## src/ccs_pkg.sv

```systemverilog
// Package of shared types and constants for the C comment stripper.
package ccs_pkg;

    localparam logic [7:0] CH_BSLASH = 8'h5C;
    localparam logic [7:0] CH_SQUOTE = 8'h27;
    localparam logic [7:0] CH_DQUOTE = 8'h22;
    localparam logic [7:0] CH_SLASH  = 8'h2F;
    localparam logic [7:0] CH_STAR   = 8'h2A;
    localparam logic [7:0] CH_NL     = 8'h0A;

    localparam logic KIND_CHAR = 1'b0;
    localparam logic KIND_END  = 1'b1;

    localparam int QUEUE_DEPTH = 4;
    localparam int QUEUE_AW    = $clog2(QUEUE_DEPTH);
    localparam int QUEUE_CW    = $clog2(QUEUE_DEPTH + 1);

    typedef enum logic [2:0] {
        MODE_CODE       = 3'd0,
        MODE_STR        = 3'd1,
        MODE_STR_ESC    = 3'd2,
        MODE_CHR        = 3'd3,
        MODE_CHR_ESC    = 3'd4,
        MODE_LINE       = 3'd5,
        MODE_BLOCK      = 3'd6,
        MODE_BLOCK_STAR = 3'd7
    } lex_mode_t;

    // One queued emit command: a character, optionally preceded by a held slash.
    typedef struct packed {
        logic       slash_first;
        logic [7:0] ch;
    } emit_cmd_t;

endpackage

```

## src/ccs_front.sv

```systemverilog
// Front end: lexer state machine that classifies each character into an emit command.
module ccs_front
(
    input  logic                 clk,
    input  logic                 rst_n,
    input  logic                 in_valid,
    input  logic                 kind,
    input  logic [7:0]           char_code,
    input  logic                 queue_full,
    output logic                 in_stall,
    output logic                 push,
    output ccs_pkg::emit_cmd_t   push_cmd
);

    ccs_pkg::lex_mode_t mode_reg;
    ccs_pkg::lex_mode_t mode_next;
    logic               slash_reg;
    logic               slash_next;
    logic               accept;
    logic               emit_any;

    assign in_stall = queue_full;
    assign accept   = in_valid && !queue_full;

    always_ff @(posedge clk or negedge rst_n)
    begin
        if (!rst_n)
        begin
            mode_reg  <= ccs_pkg::MODE_CODE;
            slash_reg <= 1'b0;
        end
        else if (accept)
        begin
            mode_reg  <= mode_next;
            slash_reg <= slash_next;
        end
    end

    // Next state.
    always_comb
    begin
        mode_next  = mode_reg;
        slash_next = slash_reg;
        if (kind == ccs_pkg::KIND_END)
        begin
            mode_next  = ccs_pkg::MODE_CODE;
            slash_next = 1'b0;
        end
        else
        begin
            case (mode_reg)
                ccs_pkg::MODE_CODE:
                begin
                    if (slash_reg)
                    begin
                        slash_next = 1'b0;
                        if (char_code == ccs_pkg::CH_SLASH)
                            mode_next = ccs_pkg::MODE_LINE;
                        else if (char_code == ccs_pkg::CH_STAR)
                            mode_next = ccs_pkg::MODE_BLOCK;
                        else if (char_code == ccs_pkg::CH_DQUOTE)
                            mode_next = ccs_pkg::MODE_STR;
                        else if (char_code == ccs_pkg::CH_SQUOTE)
                            mode_next = ccs_pkg::MODE_CHR;
                    end
                    else if (char_code == ccs_pkg::CH_SLASH)
                        slash_next = 1'b1;
                    else if (char_code == ccs_pkg::CH_DQUOTE)
                        mode_next = ccs_pkg::MODE_STR;
                    else if (char_code == ccs_pkg::CH_SQUOTE)
                        mode_next = ccs_pkg::MODE_CHR;
                end
                ccs_pkg::MODE_STR:
                begin
                    if (char_code == ccs_pkg::CH_BSLASH)
                        mode_next = ccs_pkg::MODE_STR_ESC;
                    else if (char_code == ccs_pkg::CH_DQUOTE)
                        mode_next = ccs_pkg::MODE_CODE;
                end
                ccs_pkg::MODE_STR_ESC:
                    mode_next = ccs_pkg::MODE_STR;
                ccs_pkg::MODE_CHR:
                begin
                    if (char_code == ccs_pkg::CH_BSLASH)
                        mode_next = ccs_pkg::MODE_CHR_ESC;
                    else if (char_code == ccs_pkg::CH_SQUOTE)
                        mode_next = ccs_pkg::MODE_CODE;
                end
                ccs_pkg::MODE_CHR_ESC:
                    mode_next = ccs_pkg::MODE_CHR;
                ccs_pkg::MODE_LINE:
                begin
                    if (char_code == ccs_pkg::CH_NL)
                        mode_next = ccs_pkg::MODE_CODE;
                end
                ccs_pkg::MODE_BLOCK:
                begin
                    if (char_code == ccs_pkg::CH_STAR)
                        mode_next = ccs_pkg::MODE_BLOCK_STAR;
                end
                ccs_pkg::MODE_BLOCK_STAR:
                begin
                    if (char_code == ccs_pkg::CH_SLASH)
                        mode_next = ccs_pkg::MODE_CODE;
                    else if (char_code != ccs_pkg::CH_STAR)
                        mode_next = ccs_pkg::MODE_BLOCK;
                end
                default:
                    mode_next = ccs_pkg::MODE_CODE;
            endcase
        end
    end

    // Outputs: decide what, if anything, this character puts into the queue.
    always_comb
    begin
        emit_any             = 1'b0;
        push_cmd.slash_first = 1'b0;
        push_cmd.ch          = char_code;
        if (kind == ccs_pkg::KIND_END)
        begin
            emit_any    = (mode_reg == ccs_pkg::MODE_CODE) && slash_reg;
            push_cmd.ch = ccs_pkg::CH_SLASH;
        end
        else
        begin
            case (mode_reg)
                ccs_pkg::MODE_CODE:
                begin
                    if (slash_reg)
                    begin
                        emit_any             = !(char_code inside {ccs_pkg::CH_SLASH,
                                                                   ccs_pkg::CH_STAR});
                        push_cmd.slash_first = 1'b1;
                    end
                    else
                        emit_any = (char_code != ccs_pkg::CH_SLASH);
                end
                ccs_pkg::MODE_STR, ccs_pkg::MODE_STR_ESC,
                ccs_pkg::MODE_CHR, ccs_pkg::MODE_CHR_ESC:
                    emit_any = 1'b1;
                ccs_pkg::MODE_LINE, ccs_pkg::MODE_BLOCK, ccs_pkg::MODE_BLOCK_STAR:
                    emit_any = (char_code == ccs_pkg::CH_NL);
                default:
                    emit_any = 1'b0;
            endcase
        end
    end

    assign push = accept && emit_any;

endmodule

```

## src/ccs_queue.sv

```systemverilog
// Short command queue between the lexer front end and the output back end.
module ccs_queue
(
    input  logic                 clk,
    input  logic                 rst_n,
    input  logic                 push,
    input  ccs_pkg::emit_cmd_t   push_cmd,
    input  logic                 pop,
    output ccs_pkg::emit_cmd_t   head_cmd,
    output logic                 empty,
    output logic                 full
);

    localparam logic [ccs_pkg::QUEUE_AW-1:0] LAST_PTR =
        ccs_pkg::QUEUE_AW'(ccs_pkg::QUEUE_DEPTH - 1);
    localparam logic [ccs_pkg::QUEUE_CW-1:0] FULL_CNT =
        ccs_pkg::QUEUE_CW'(ccs_pkg::QUEUE_DEPTH);

    ccs_pkg::emit_cmd_t                 slot_reg [ccs_pkg::QUEUE_DEPTH];
    logic [ccs_pkg::QUEUE_AW-1:0]       wr_ptr_reg;
    logic [ccs_pkg::QUEUE_AW-1:0]       wr_ptr_next;
    logic [ccs_pkg::QUEUE_AW-1:0]       rd_ptr_reg;
    logic [ccs_pkg::QUEUE_AW-1:0]       rd_ptr_next;
    logic [ccs_pkg::QUEUE_CW-1:0]       count_reg;
    logic [ccs_pkg::QUEUE_CW-1:0]       count_next;

    assign empty    = (count_reg == '0);
    assign full     = (count_reg == FULL_CNT);
    assign head_cmd = slot_reg[rd_ptr_reg];

    always_comb
    begin
        wr_ptr_next = wr_ptr_reg;
        rd_ptr_next = rd_ptr_reg;
        count_next  = count_reg;
        if (push)
            wr_ptr_next = (wr_ptr_reg == LAST_PTR) ? '0 : wr_ptr_reg + 1'b1;
        if (pop)
            rd_ptr_next = (rd_ptr_reg == LAST_PTR) ? '0 : rd_ptr_reg + 1'b1;
        if (push && !pop)
            count_next = count_reg + 1'b1;
        else if (pop && !push)
            count_next = count_reg - 1'b1;
    end

    always_ff @(posedge clk or negedge rst_n)
    begin
        if (!rst_n)
        begin
            wr_ptr_reg <= '0;
            rd_ptr_reg <= '0;
            count_reg  <= '0;
        end
        else
        begin
            wr_ptr_reg <= wr_ptr_next;
            rd_ptr_reg <= rd_ptr_next;
            count_reg  <= count_next;
        end
    end

    always_ff @(posedge clk)
    begin
        if (push)
            slot_reg[wr_ptr_reg] <= push_cmd;
    end

endmodule

```

## src/ccs_back.sv

```systemverilog
// Back end: expands queued commands into output characters through an output register.
module ccs_back
(
    input  logic                 clk,
    input  logic                 rst_n,
    input  ccs_pkg::emit_cmd_t   head_cmd,
    input  logic                 empty,
    output logic                 pop,
    input  logic                 out_stall,
    output logic                 out_valid,
    output logic [7:0]           text_char,
    output logic                 last
);

    logic       out_valid_reg;
    logic       out_valid_next;
    logic [7:0] out_char_reg;
    logic [7:0] out_char_next;
    logic       out_last_reg;
    logic       out_last_next;
    logic       pend_reg;
    logic       pend_next;
    logic [7:0] pend_char_reg;
    logic [7:0] pend_char_next;
    logic       out_free;

    assign out_free = !out_valid_reg || !out_stall;

    always_comb
    begin
        out_valid_next = out_valid_reg;
        out_char_next  = out_char_reg;
        out_last_next  = out_last_reg;
        pend_next      = pend_reg;
        pend_char_next = pend_char_reg;
        pop            = 1'b0;
        if (out_free)
        begin
            if (pend_reg)
            begin
                out_valid_next = 1'b1;
                out_char_next  = pend_char_reg;
                out_last_next  = 1'b1;
                pend_next      = 1'b0;
            end
            else if (!empty)
            begin
                pop            = 1'b1;
                out_valid_next = 1'b1;
                if (head_cmd.slash_first)
                begin
                    out_char_next  = ccs_pkg::CH_SLASH;
                    out_last_next  = 1'b0;
                    pend_next      = 1'b1;
                    pend_char_next = head_cmd.ch;
                end
                else
                begin
                    out_char_next = head_cmd.ch;
                    out_last_next = 1'b1;
                end
            end
            else
                out_valid_next = 1'b0;
        end
    end

    always_ff @(posedge clk or negedge rst_n)
    begin
        if (!rst_n)
        begin
            out_valid_reg <= 1'b0;
            pend_reg      <= 1'b0;
        end
        else
        begin
            out_valid_reg <= out_valid_next;
            pend_reg      <= pend_next;
        end
    end

    always_ff @(posedge clk)
    begin
        out_char_reg  <= out_char_next;
        out_last_reg  <= out_last_next;
        pend_char_reg <= pend_char_next;
    end

    assign out_valid = out_valid_reg;
    assign text_char = out_char_reg;
    assign last      = out_last_reg;

endmodule

```

## src/c_comment_stripper_core.sv

```systemverilog
// Top level of the C comment stripper: front end, command queue and back end.
//
//  Channel | Direction | Handshake            | Payload
//  --------+-----------+----------------------+-----------------------
//  in      | into core | in_valid / in_stall  | kind, char_code
//  out     | from core | out_valid / out_stall| text_char, last
//
// One input transfer is taken in every cycle while the four-entry command queue
// has room; in_stall is simply the queue's full flag.
// A character that releases a held slash yields two output transfers; the
// queue absorbs such bursts. Each result is registered in the command queue
// and then in the output register before it leaves the core.
// rst_n is asynchronous and active low; it returns the lexer to code mode with
// no slash held and empties the queue and the output register.
// Stalls on either side are independent: a stalled output only blocks the input
// once the queue has filled.
module c_comment_stripper_core
(
    input  logic       clk,
    input  logic       rst_n,
    input  logic       in_valid,
    output logic       in_stall,
    input  logic       kind,
    input  logic [7:0] char_code,
    output logic       out_valid,
    input  logic       out_stall,
    output logic [7:0] text_char,
    output logic       last
);

    ccs_pkg::emit_cmd_t push_cmd;
    ccs_pkg::emit_cmd_t head_cmd;
    logic               push;
    logic               pop;
    logic               queue_empty;
    logic               queue_full;

    // The front end runs the lexer and turns each accepted character into at
    // most one queued command.
    ccs_front u_front
    (
        .clk        (clk),
        .rst_n      (rst_n),
        .in_valid   (in_valid),
        .kind       (kind),
        .char_code  (char_code),
        .queue_full (queue_full),
        .in_stall   (in_stall),
        .push       (push),
        .push_cmd   (push_cmd)
    );

    // The queue decouples the lexer from the output side.
    ccs_queue u_queue
    (
        .clk      (clk),
        .rst_n    (rst_n),
        .push     (push),
        .push_cmd (push_cmd),
        .pop      (pop),
        .head_cmd (head_cmd),
        .empty    (queue_empty),
        .full     (queue_full)
    );

    // The back end expands a command into one or two output transfers and
    // marks the final one with last.
    ccs_back u_back
    (
        .clk       (clk),
        .rst_n     (rst_n),
        .head_cmd  (head_cmd),
        .empty     (queue_empty),
        .pop       (pop),
        .out_stall (out_stall),
        .out_valid (out_valid),
        .text_char (text_char),
        .last      (last)
    );

endmodule

```

## config.mk

```make
export PLATFORM = sky130hd
export DESIGN_NAME = c_comment_stripper_core
export DESIGN_NICKNAME = d
export VERILOG_FILES = /design/src/ccs_pkg.sv /design/src/ccs_front.sv /design/src/ccs_queue.sv /design/src/ccs_back.sv /design/src/c_comment_stripper_core.sv
export SDC_FILE = /design/constraint.sdc
export NUM_CORES = 1
export LEC_CHECK = 0
export BUFFER_PORTS_ARGS = -buffer_cell sky130_fd_sc_hd__buf_4
export CAP_MARGIN = 20
export CORE_MARGIN = 2
export CORE_UTILIZATION = 62
export CTS_BUF_LIST = sky130_fd_sc_hd__clkbuf_8
export CTS_CLUSTER_DIAMETER = 30
export DETAILED_ROUTE_END_ITERATION = 16
export PLACE_DENSITY = 0.89
export SETUP_SLACK_MARGIN = 0.02
export SYNTH_ARGS = -nofsm -noshare
export SYNTH_HDL_FRONTEND = slang
export SYNTH_SLANG_ARGS = --single-unit
```

## constraint.sdc

```tcl
create_clock -name clk -period 2.9 [get_ports clk]
set_input_delay 0 -clock clk [delete_from_list [all_inputs] [get_ports clk]]
set_output_delay 0 -clock clk [all_outputs]
set_load 0.02 [all_outputs]
```

==> impl_metrics.json, run 1 <==
{
  "outcome": "completed",
  "r2r-end": "u_queue.count_reg[2]",
  "clockRootBuffer": "clkbuf_8",
  "r2r_cells": 11,
  "fp-row-count": 25,
  "postSynthAreaPerCell_um2": 14.0,
  "vias": 1877,
  "synth_ff_type": "edfxtp_1",
  "ff2ff_setup_slack_ps": 220,
  "yosysMostFrequentCell": "edfxtp_1",
  "p_comb_share_pct": 28.7,
  "cap_violations": 0,
  "drt-vias-per-instance": 5.87,
  "ys_ff_latch": 66,
  "dpl_cell_area_mm2": 0.00328,
  "fmax_mhz": 372,
  "drcViolationCount": 0,
  "drt_iter0_markers": 137,
  "synth_commonest_cells": "edfxtp_1 (53), nand2_1 (18), nor2_1 (15), o21ai_0 (15), dfrtp_1 (13)",
  "clockBufferDepth": 2,
  "crit_type": "in -> reg",
  "syn_inst": 218,
  "grt_pass1_vias": 1832,
  "fp.dieH_um": 74.2,
  "wire_per_inst_um": 17.1,
  "io_pins": 24,
  "ys_seq_area_share_pct": 62.7,
  "yosys_warnings": 0,
  "dpl.hpwl_mm": 3.62,
  "hold_violations": 0,
  "ant_nets": 0,
  "yosys-top-cells-area": "edfxtp_1 (52%), dfrtp_1 (11%), mux4_2 (6.6%)",
  "cts_sinks": 66,
  "numPortBuffers": 23,
  "min_path_type": "in -> async",
  "drive_gt1_share_pct": 28.5,
  "clk_latency_ps": 340,
  "r2r_start": "u_front.mode_reg[2]",
  "intPower_w": 0.00233,
  "synth_edf_count": 53,
  "cp.required_ps": 3160,
  "synth_area_mm2": 0.00306,
  "place.gp.congestion": 0.959,
  "switchingPower_w": 0.00103,
  "largest_reg_flops": 36,
  "maxSlewViolCount": 0,
  "fin_area_mm2": 0.00357,
  "ys_types": 52,
  "worst_slew_pin_slew_ps": 781,
  "finClkSkew_ps": 8.45,
  "setup_violations": 0,
  "cts_tree": "done",
  "startpoint_type": "input pin",
  "start_util_pct": 64.3,
  "ys_async_sr_fraction_pct": 19.7,
  "path_clk_slew_ps": 80,
  "h-tree-depth": 3,
  "grt_pass1_wl_mm": 8.60,
  "clkPwrFrac_pct": 28.0,
  "synth_top_area_share_pct": 52.0,
  "post-place-ws_ps": 259,
  "grt_max_degree": 21,
  "core_mm2": 0.00475,
  "dieArea_mm2": 0.00551,
  "leakage_nw": 1.29,
  "numCtsBuffers": 9,
  "switching_share_pct": 30.6,
  "gr-usage-all-layers_pct": 22.2,
  "fin_crit_sh_pct": 92.8,
  "antenna_found_initial": 0,
  "finalSetupTns_ps": 0,
  "wl_mm": 5.46,
  "final_cells": 320,
  "dp_cells": 300,
  "postCtsSetupBuffers": 0,
  "setup_ws_ps": 210,
  "fin_util_pct": 75.1,
  "die_w_um": 74.2,
  "power_frac_seq_pct": 43.3,
  "diodes": 0,
  "rsz0062_at_grt": "false",
  "fin_crit_ps": 2690,
  "powerDensity_mw_per_mm2": 943,
  "syn_to_final_growth_pct": 16.6,
  "synth.net_count": 238,
  "drt_pass1_iterations": 4,
  "nNetsFinal": 268,
  "arrival_ps": 2950,
  "ir_drop_uv": 539,
  "overflow": 0,
  "end_kind": "flip-flop",
  "yosysTopAreaCell": "edfxtp_1",
  "crit_path_max_fanout": 7,
  "relSlewSlack_pct": 48.0
}
## worst max path at each step
stage / slack [ps] / start / endpoint / cells past startpoint
2_1_floorplan: 460 / u_queue.count_reg[0] / u_queue.count_reg[1] / 7
3_3_place_gp: 370 / u_front.mode_reg[2] / u_queue.count_reg[2] / 11
3_5_place_dp: 260 / u_front.mode_reg[2] / u_queue.count_reg[2] / 11
4_1_cts: 110 / u_front.mode_reg[2] / u_queue.count_reg[2] / 11
5_1_grt: 40 / char_code[1] / u_queue.count_reg[2] / 12
6_report: 210 / char_code[1] / u_queue.count_reg[2] / 12
## cell families (layout without fill, tap and decap cells)
logic type | after synthesis | count (layout) | synth area share (%)
flip-flops | 66 | 66 | 62.7
XOR/XNOR | 4 | 4 | 1.15
AND/OR/NAND/NOR | 71 | 71 | 13.2
adder cells (fa/ha/maj) | 7 | 7 | 3.11
buffers and inverters | 16 | 51 | 2.49
multiplexers | 13 | 13 | 8.34
AO/OA/AOI/OAI | 41 | 41 | 9.08
## repair_timing
item,CTS,global route
endpoints found under the hold margin,23,0
hold buffers,4,0
gates resized for setup,0,3
setup endpoints to repair,0,1
## cell type report
class	count	area, um^2
Timing Repair Buffer	29	228
Inverter	6	22.5
Tap cell	67	83.8
Clock inverter	7	124
Multi-Input combinational cell	136	1070
Clock buffer	9	124
Fill cell	299	1190
Sequential cell	66	1920
## power by group through the flow
| stage | clock (W) | combinational, W | sequential [W] |
|---|---|---|---|
| 6_report | 0.000942 | 0.000967 | 0.00146 |
| 5_1_grt | 0.000991 | 0.00107 | 0.00149 |
| 4_1_cts | 0.000952 | 0.000980 | 0.00146 |
| 3_5_place_dp | 0 | 0.000950 | 0.00147 |
| 3_3_place_gp | 0 | 0.000913 | 0.00146 |
| 2_1_floorplan | 0 | 0.000632 | 0.00150 |
## worst max-delay path: stages
cell and delay [ps]:
dlygate4sd3_1 520, buf_4 110, nor3b_1 310, a31oi_1 140, or3_4 360, a21oi_4 250, ha_1 240, inv_1 80
fa_1 450, xor2_1 170, nor2_1 140, xor2_1 180
## placed cells by master (no fill, tap or decap), drive strengths merged, types with 2 or more instances in the layout
cell / count
a21o: 2
a21oi: 5
a311oi: 2
a31oi: 3
and2: 4
and2b: 2
buf: 25
bufinv: 3
clkbuf: 9
dfrtp: 13
dlygate4sd3: 4
edfxtp: 53
ha: 6
inv: 8
mux2: 4
mux4: 9
nand2: 18
nand2b: 3
nand3: 5
nand4: 2
nor2: 16
nor2b: 3
nor3: 3
nor3b: 3
o21ai: 19
o31ai: 2
or2: 5
xor2: 3
## stage by stage
stage | hold WS, ps | total power (W)
after global placement | -144 | 0.00238
after detailed placement | -144 | 0.00242
after global routing | 36.2 | 0.00355
final | 29.0 | 0.00337
after CTS | 15.5 | 0.00339
after floorplan | -296 | 0.00213
## metal layers
| layer | routed length (um) | track usage, % |
|---|---|---|
| met2 | 2730 | 34.0 |
| met1 | 2240 | 28.6 |
| met3 | 329 | 4.47 |
| met4 | 162 | 15.7 |
| met5 | 0 | 0 |
(Power assumes the default switching activity.)
==> run 2: changes to the inputs <==
--- a/config.mk
+++ b/config.mk
@@ -16,4 +16,5 @@
 export SETUP_SLACK_MARGIN = 0.02
 export SYNTH_ARGS = -nofsm -noshare
 export SYNTH_HDL_FRONTEND = slang
+export SYNTH_HIERARCHICAL = 1
 export SYNTH_SLANG_ARGS = --single-unit
==> run 2 against run 1 <==
Compared with the run above:
- via count is 5.0% higher
- flip-flop and latch count stayed put
- final area is 0.74% higher
- worst hold slack better by 4.3 ps
- sequential share of layout area is 0.50 points lower
- die area is 3.8% higher
- wire length is 2.7% higher
- critical path depth is 3 lower
==> impl_metrics.json, run 2 <==
{
  "r2r_start": "u_front/slash_reg",
  "yosys_warnings": 6,
  "h-tree-depth": 3,
  "ys_ff_latch": 66,
  "r2r_cells": 9,
  "min_path_type": "in -> reg",
  "fin_hold_ws_ps": 33.3,
  "grtUsageMet2_pct": 36.5,
  "cts_hold_buf": 3,
  "ant_nets": 0,
  "max_stage_delay_ps": 430,
  "worst_path_most_repeated_cell": "inv_1",
  "grt_use_met1_pct": 26.8,
  "grt_max_degree": 19,
  "grt_pass1_wl_mm": 8.89,
  "cts_sinks": 66,
  "dieArea_mm2": 0.00572,
  "crit_type": "reg -> reg",
  "relSlewSlack_pct": 42.2,
  "die_w_um": 75.7,
  "syn_to_final_growth_pct": 12.9,
  "slowest_stage": "dfrtp_1",
  "dp_cells": 313,
  "wire_per_inst_um": 16.9,
  "numPortBuffers": 23,
  "rsz0062_at_grt": "false",
  "synth_top_area_share_pct": 50.0,
  "nNetsFinal": 277,
  "maxSlewViolCount": 0,
  "powerDensity_mw_per_mm2": 904,
  "io_pins": 24,
  "cts_tree": "done",
  "fin_crit_ps": 2500,
  "drt-vias-per-instance": 5.93,
  "hold_violations": 0,
  "postCtsSetupBuffers": 0,
  "gr-usage-all-layers_pct": 22.0,
  "worst_slew_pin_slew_ps": 867,
  "busiest_layer": "met2",
  "most-common-layout-cells": "edfxtp_1 (53), buf_4 (27), nand2_1 (14)",
  "setup_violations": 0,
  "clockBufferDepth": 2,
  "diodes": 0,
  "dpl.hpwl_mm": 4.06,
  "postSynthAreaPerCell_um2": 14.0,
  "arrival_ps": 2720,
  "synth_edf_count": 53,
  "yosysTopAreaCell": "edfxtp_1",
  "start_util_pct": 63.1,
  "fp.dieH_um": 75.7,
  "ys_types": 58,
  "min-delay-start": "char_code[3]",
  "yosysMostFrequentCell": "edfxtp_1",
  "drcViolationCount": 0,
  "wl_mm": 5.61,
  "min_path_cells": 2,
  "finalSetupTns_ps": 0,
  "fill_cells": 334,
  "r2r-end": "u_queue/count_reg[1]",
  "yosys-top-cells-area": "edfxtp_1 (50%), dfrtp_1 (10%), mux4_2 (5.7%)",
  "fp-row-count": 26,
  "fmax_mhz": 399,
  "fin_crit_sh_pct": 86.3,
  "clockRootBuffer": "clkbuf_8",
  "drt_iter0_markers": 148,
  "ff_latch_area_mm2": 0.00192,
  "overflow": 0,
  "clk_latency_ps": 330,
  "cp_cell_sequence": "inv_1, or3_1, a211o_1, o211ai_1, a21oi_1, ha_1, inv_1, fa_1, mux2_2",
  "ff2ff_setup_slack_ps": 400,
  "grt_pass1_vias": 1837,
  "synth_ff_type": "edfxtp_1",
  "hold_end": "u_queue/slot_reg[3][3]",
  "finClkSkew_ps": 12.0,
  "cap_violations": 0,
  "crit_path_max_fanout": 6,
  "end_kind": "flip-flop",
  "place.gp.congestion": 0.933,
  "antenna_found_initial": 0,
  "startpoint_type": "flip-flop",
  "final_cells": 332,
  "cts_resized": 0,
  "synth_area_mm2": 0.00318,
  "leakage_nw": 1.27,
  "synth_commonest_cells": "edfxtp_1 (53), nand2_1 (14), dfrtp_1 (13)",
  "largest_reg_flops": 36,
  "drt_pass1_iterations": 4,
  "ir_drop_uv": 608,
  "numCtsBuffers": 9,
  "path_clk_slew_ps": 70,
  "cp.required_ps": 3110,
  "core_mm2": 0.00504,
  "outcome": "completed",
  "ys_async_sr_fraction_pct": 19.7,
  "fin_util_pct": 71.3,
  "syn_inst": 228,
  "grtUsageMet3_pct": 6.61,
  "vias": 1970,
  "multi_input_area_mm2": 0.00116,
  "drive_gt1_share_pct": 27.1,
  "synth.net_count": 248,
  "ys_seq_area_share_pct": 60.2,
  "final_common_cell": "edfxtp_1"
}
==> run 2: changes by cell type after synthesis, sizes merged, moves of 4 or more <==
| cell | previous run | this run |
|---|---|---|
| nor3 | 3 | 7 |
| nor2 | 16 | 11 |
| buf | 6 | 10 |
| or3 | 1 | 5 |
| nor4 | 1 | 5 |
| nand2 | 18 | 14 |
| o21ai | 19 | 12 |
==> run 2: how the worst max path moves through the flow <==
stage                      start              endpoint  slack [ps]  cells after the start
2_1_floorplan       char_code[4]  u_queue/count_reg[2]         450                     11
3_3_place_gp   u_front/slash_reg  u_queue/count_reg[1]         470                      9
3_5_place_dp   u_front/slash_reg  u_queue/count_reg[1]         410                      9
4_1_cts        u_front/slash_reg  u_queue/count_reg[1]         400                      9
5_1_grt        u_front/slash_reg  u_queue/count_reg[1]         250                      9
6_report       u_front/slash_reg  u_queue/count_reg[1]         400                      9
==> run 2: worst max-delay path: cells and delay by family, from the launching register on <==
kind,cells,cell delay (ps)
AOI/OAI and AO/OA,3,510
adders and majority gates,2,610
buffers and inverters,2,170
DFF,1,430
muxes,1,270
and+or+nand+nor,1,400
==> run 2: stage by stage <==
step / total power [W] / instance area (um^2) / setup slack (ps)
floorplan: 0.00234 / 3180 / 452
global placement: 0.00257 / 3400 / 470
detailed placement: 0.00264 / 3400 / 415
CTS: 0.00328 / 3590 / 402
global route: 0.00347 / 3590 / 252
finish: 0.00325 / 3590 / 396
==> run 2: layout make-up <==
| class | count | share of cell area (%) |
|---|---|---|
| clock buffer | 9 | 3.45 |
| timing repair buffer | 30 | 6.47 |
| tap | 70 | 2.44 |
| clock inverter | 7 | 1.25 |
| multi-input combinational | 143 | 32.3 |
| sequential | 66 | 53.3 |
| inverter | 7 | 0.731 |
==> run 2: logic make-up (layout without fill, tap and decap cells) <==
logic type / Yosys count / count (layout) / share of synthesized area [%]
AO/OA/AOI/OAI: 45 / 45 / 10.9
XOR/XNOR: 3 / 3 / 0.826
adder cells (fa/ha/maj): 7 / 7 / 2.99
buffers and inverters: 19 / 53 / 3.26
flip-flops: 66 / 66 / 60.2
multiplexers: 12 / 12 / 7.55
AND/OR/NAND/NOR: 76 / 76 / 14.2
==> run 2: power by group <==
part | internal (W) | switching, W | leakage, nW
registers | 0.00132 | 0.000205 | 0.643
clock network | 0.000307 | 0.000332 | 0.0891
logic | 0.000516 | 0.000568 | 0.538
total | 0.00214 | 0.00111 | 1.27
==> run 2: layer usage <==
metal	share of wire [%]	up-vias
li1	-	935
met1	41	962
met2	52	64
met3	5.2	9
met4	1.6	0
met5	0	-
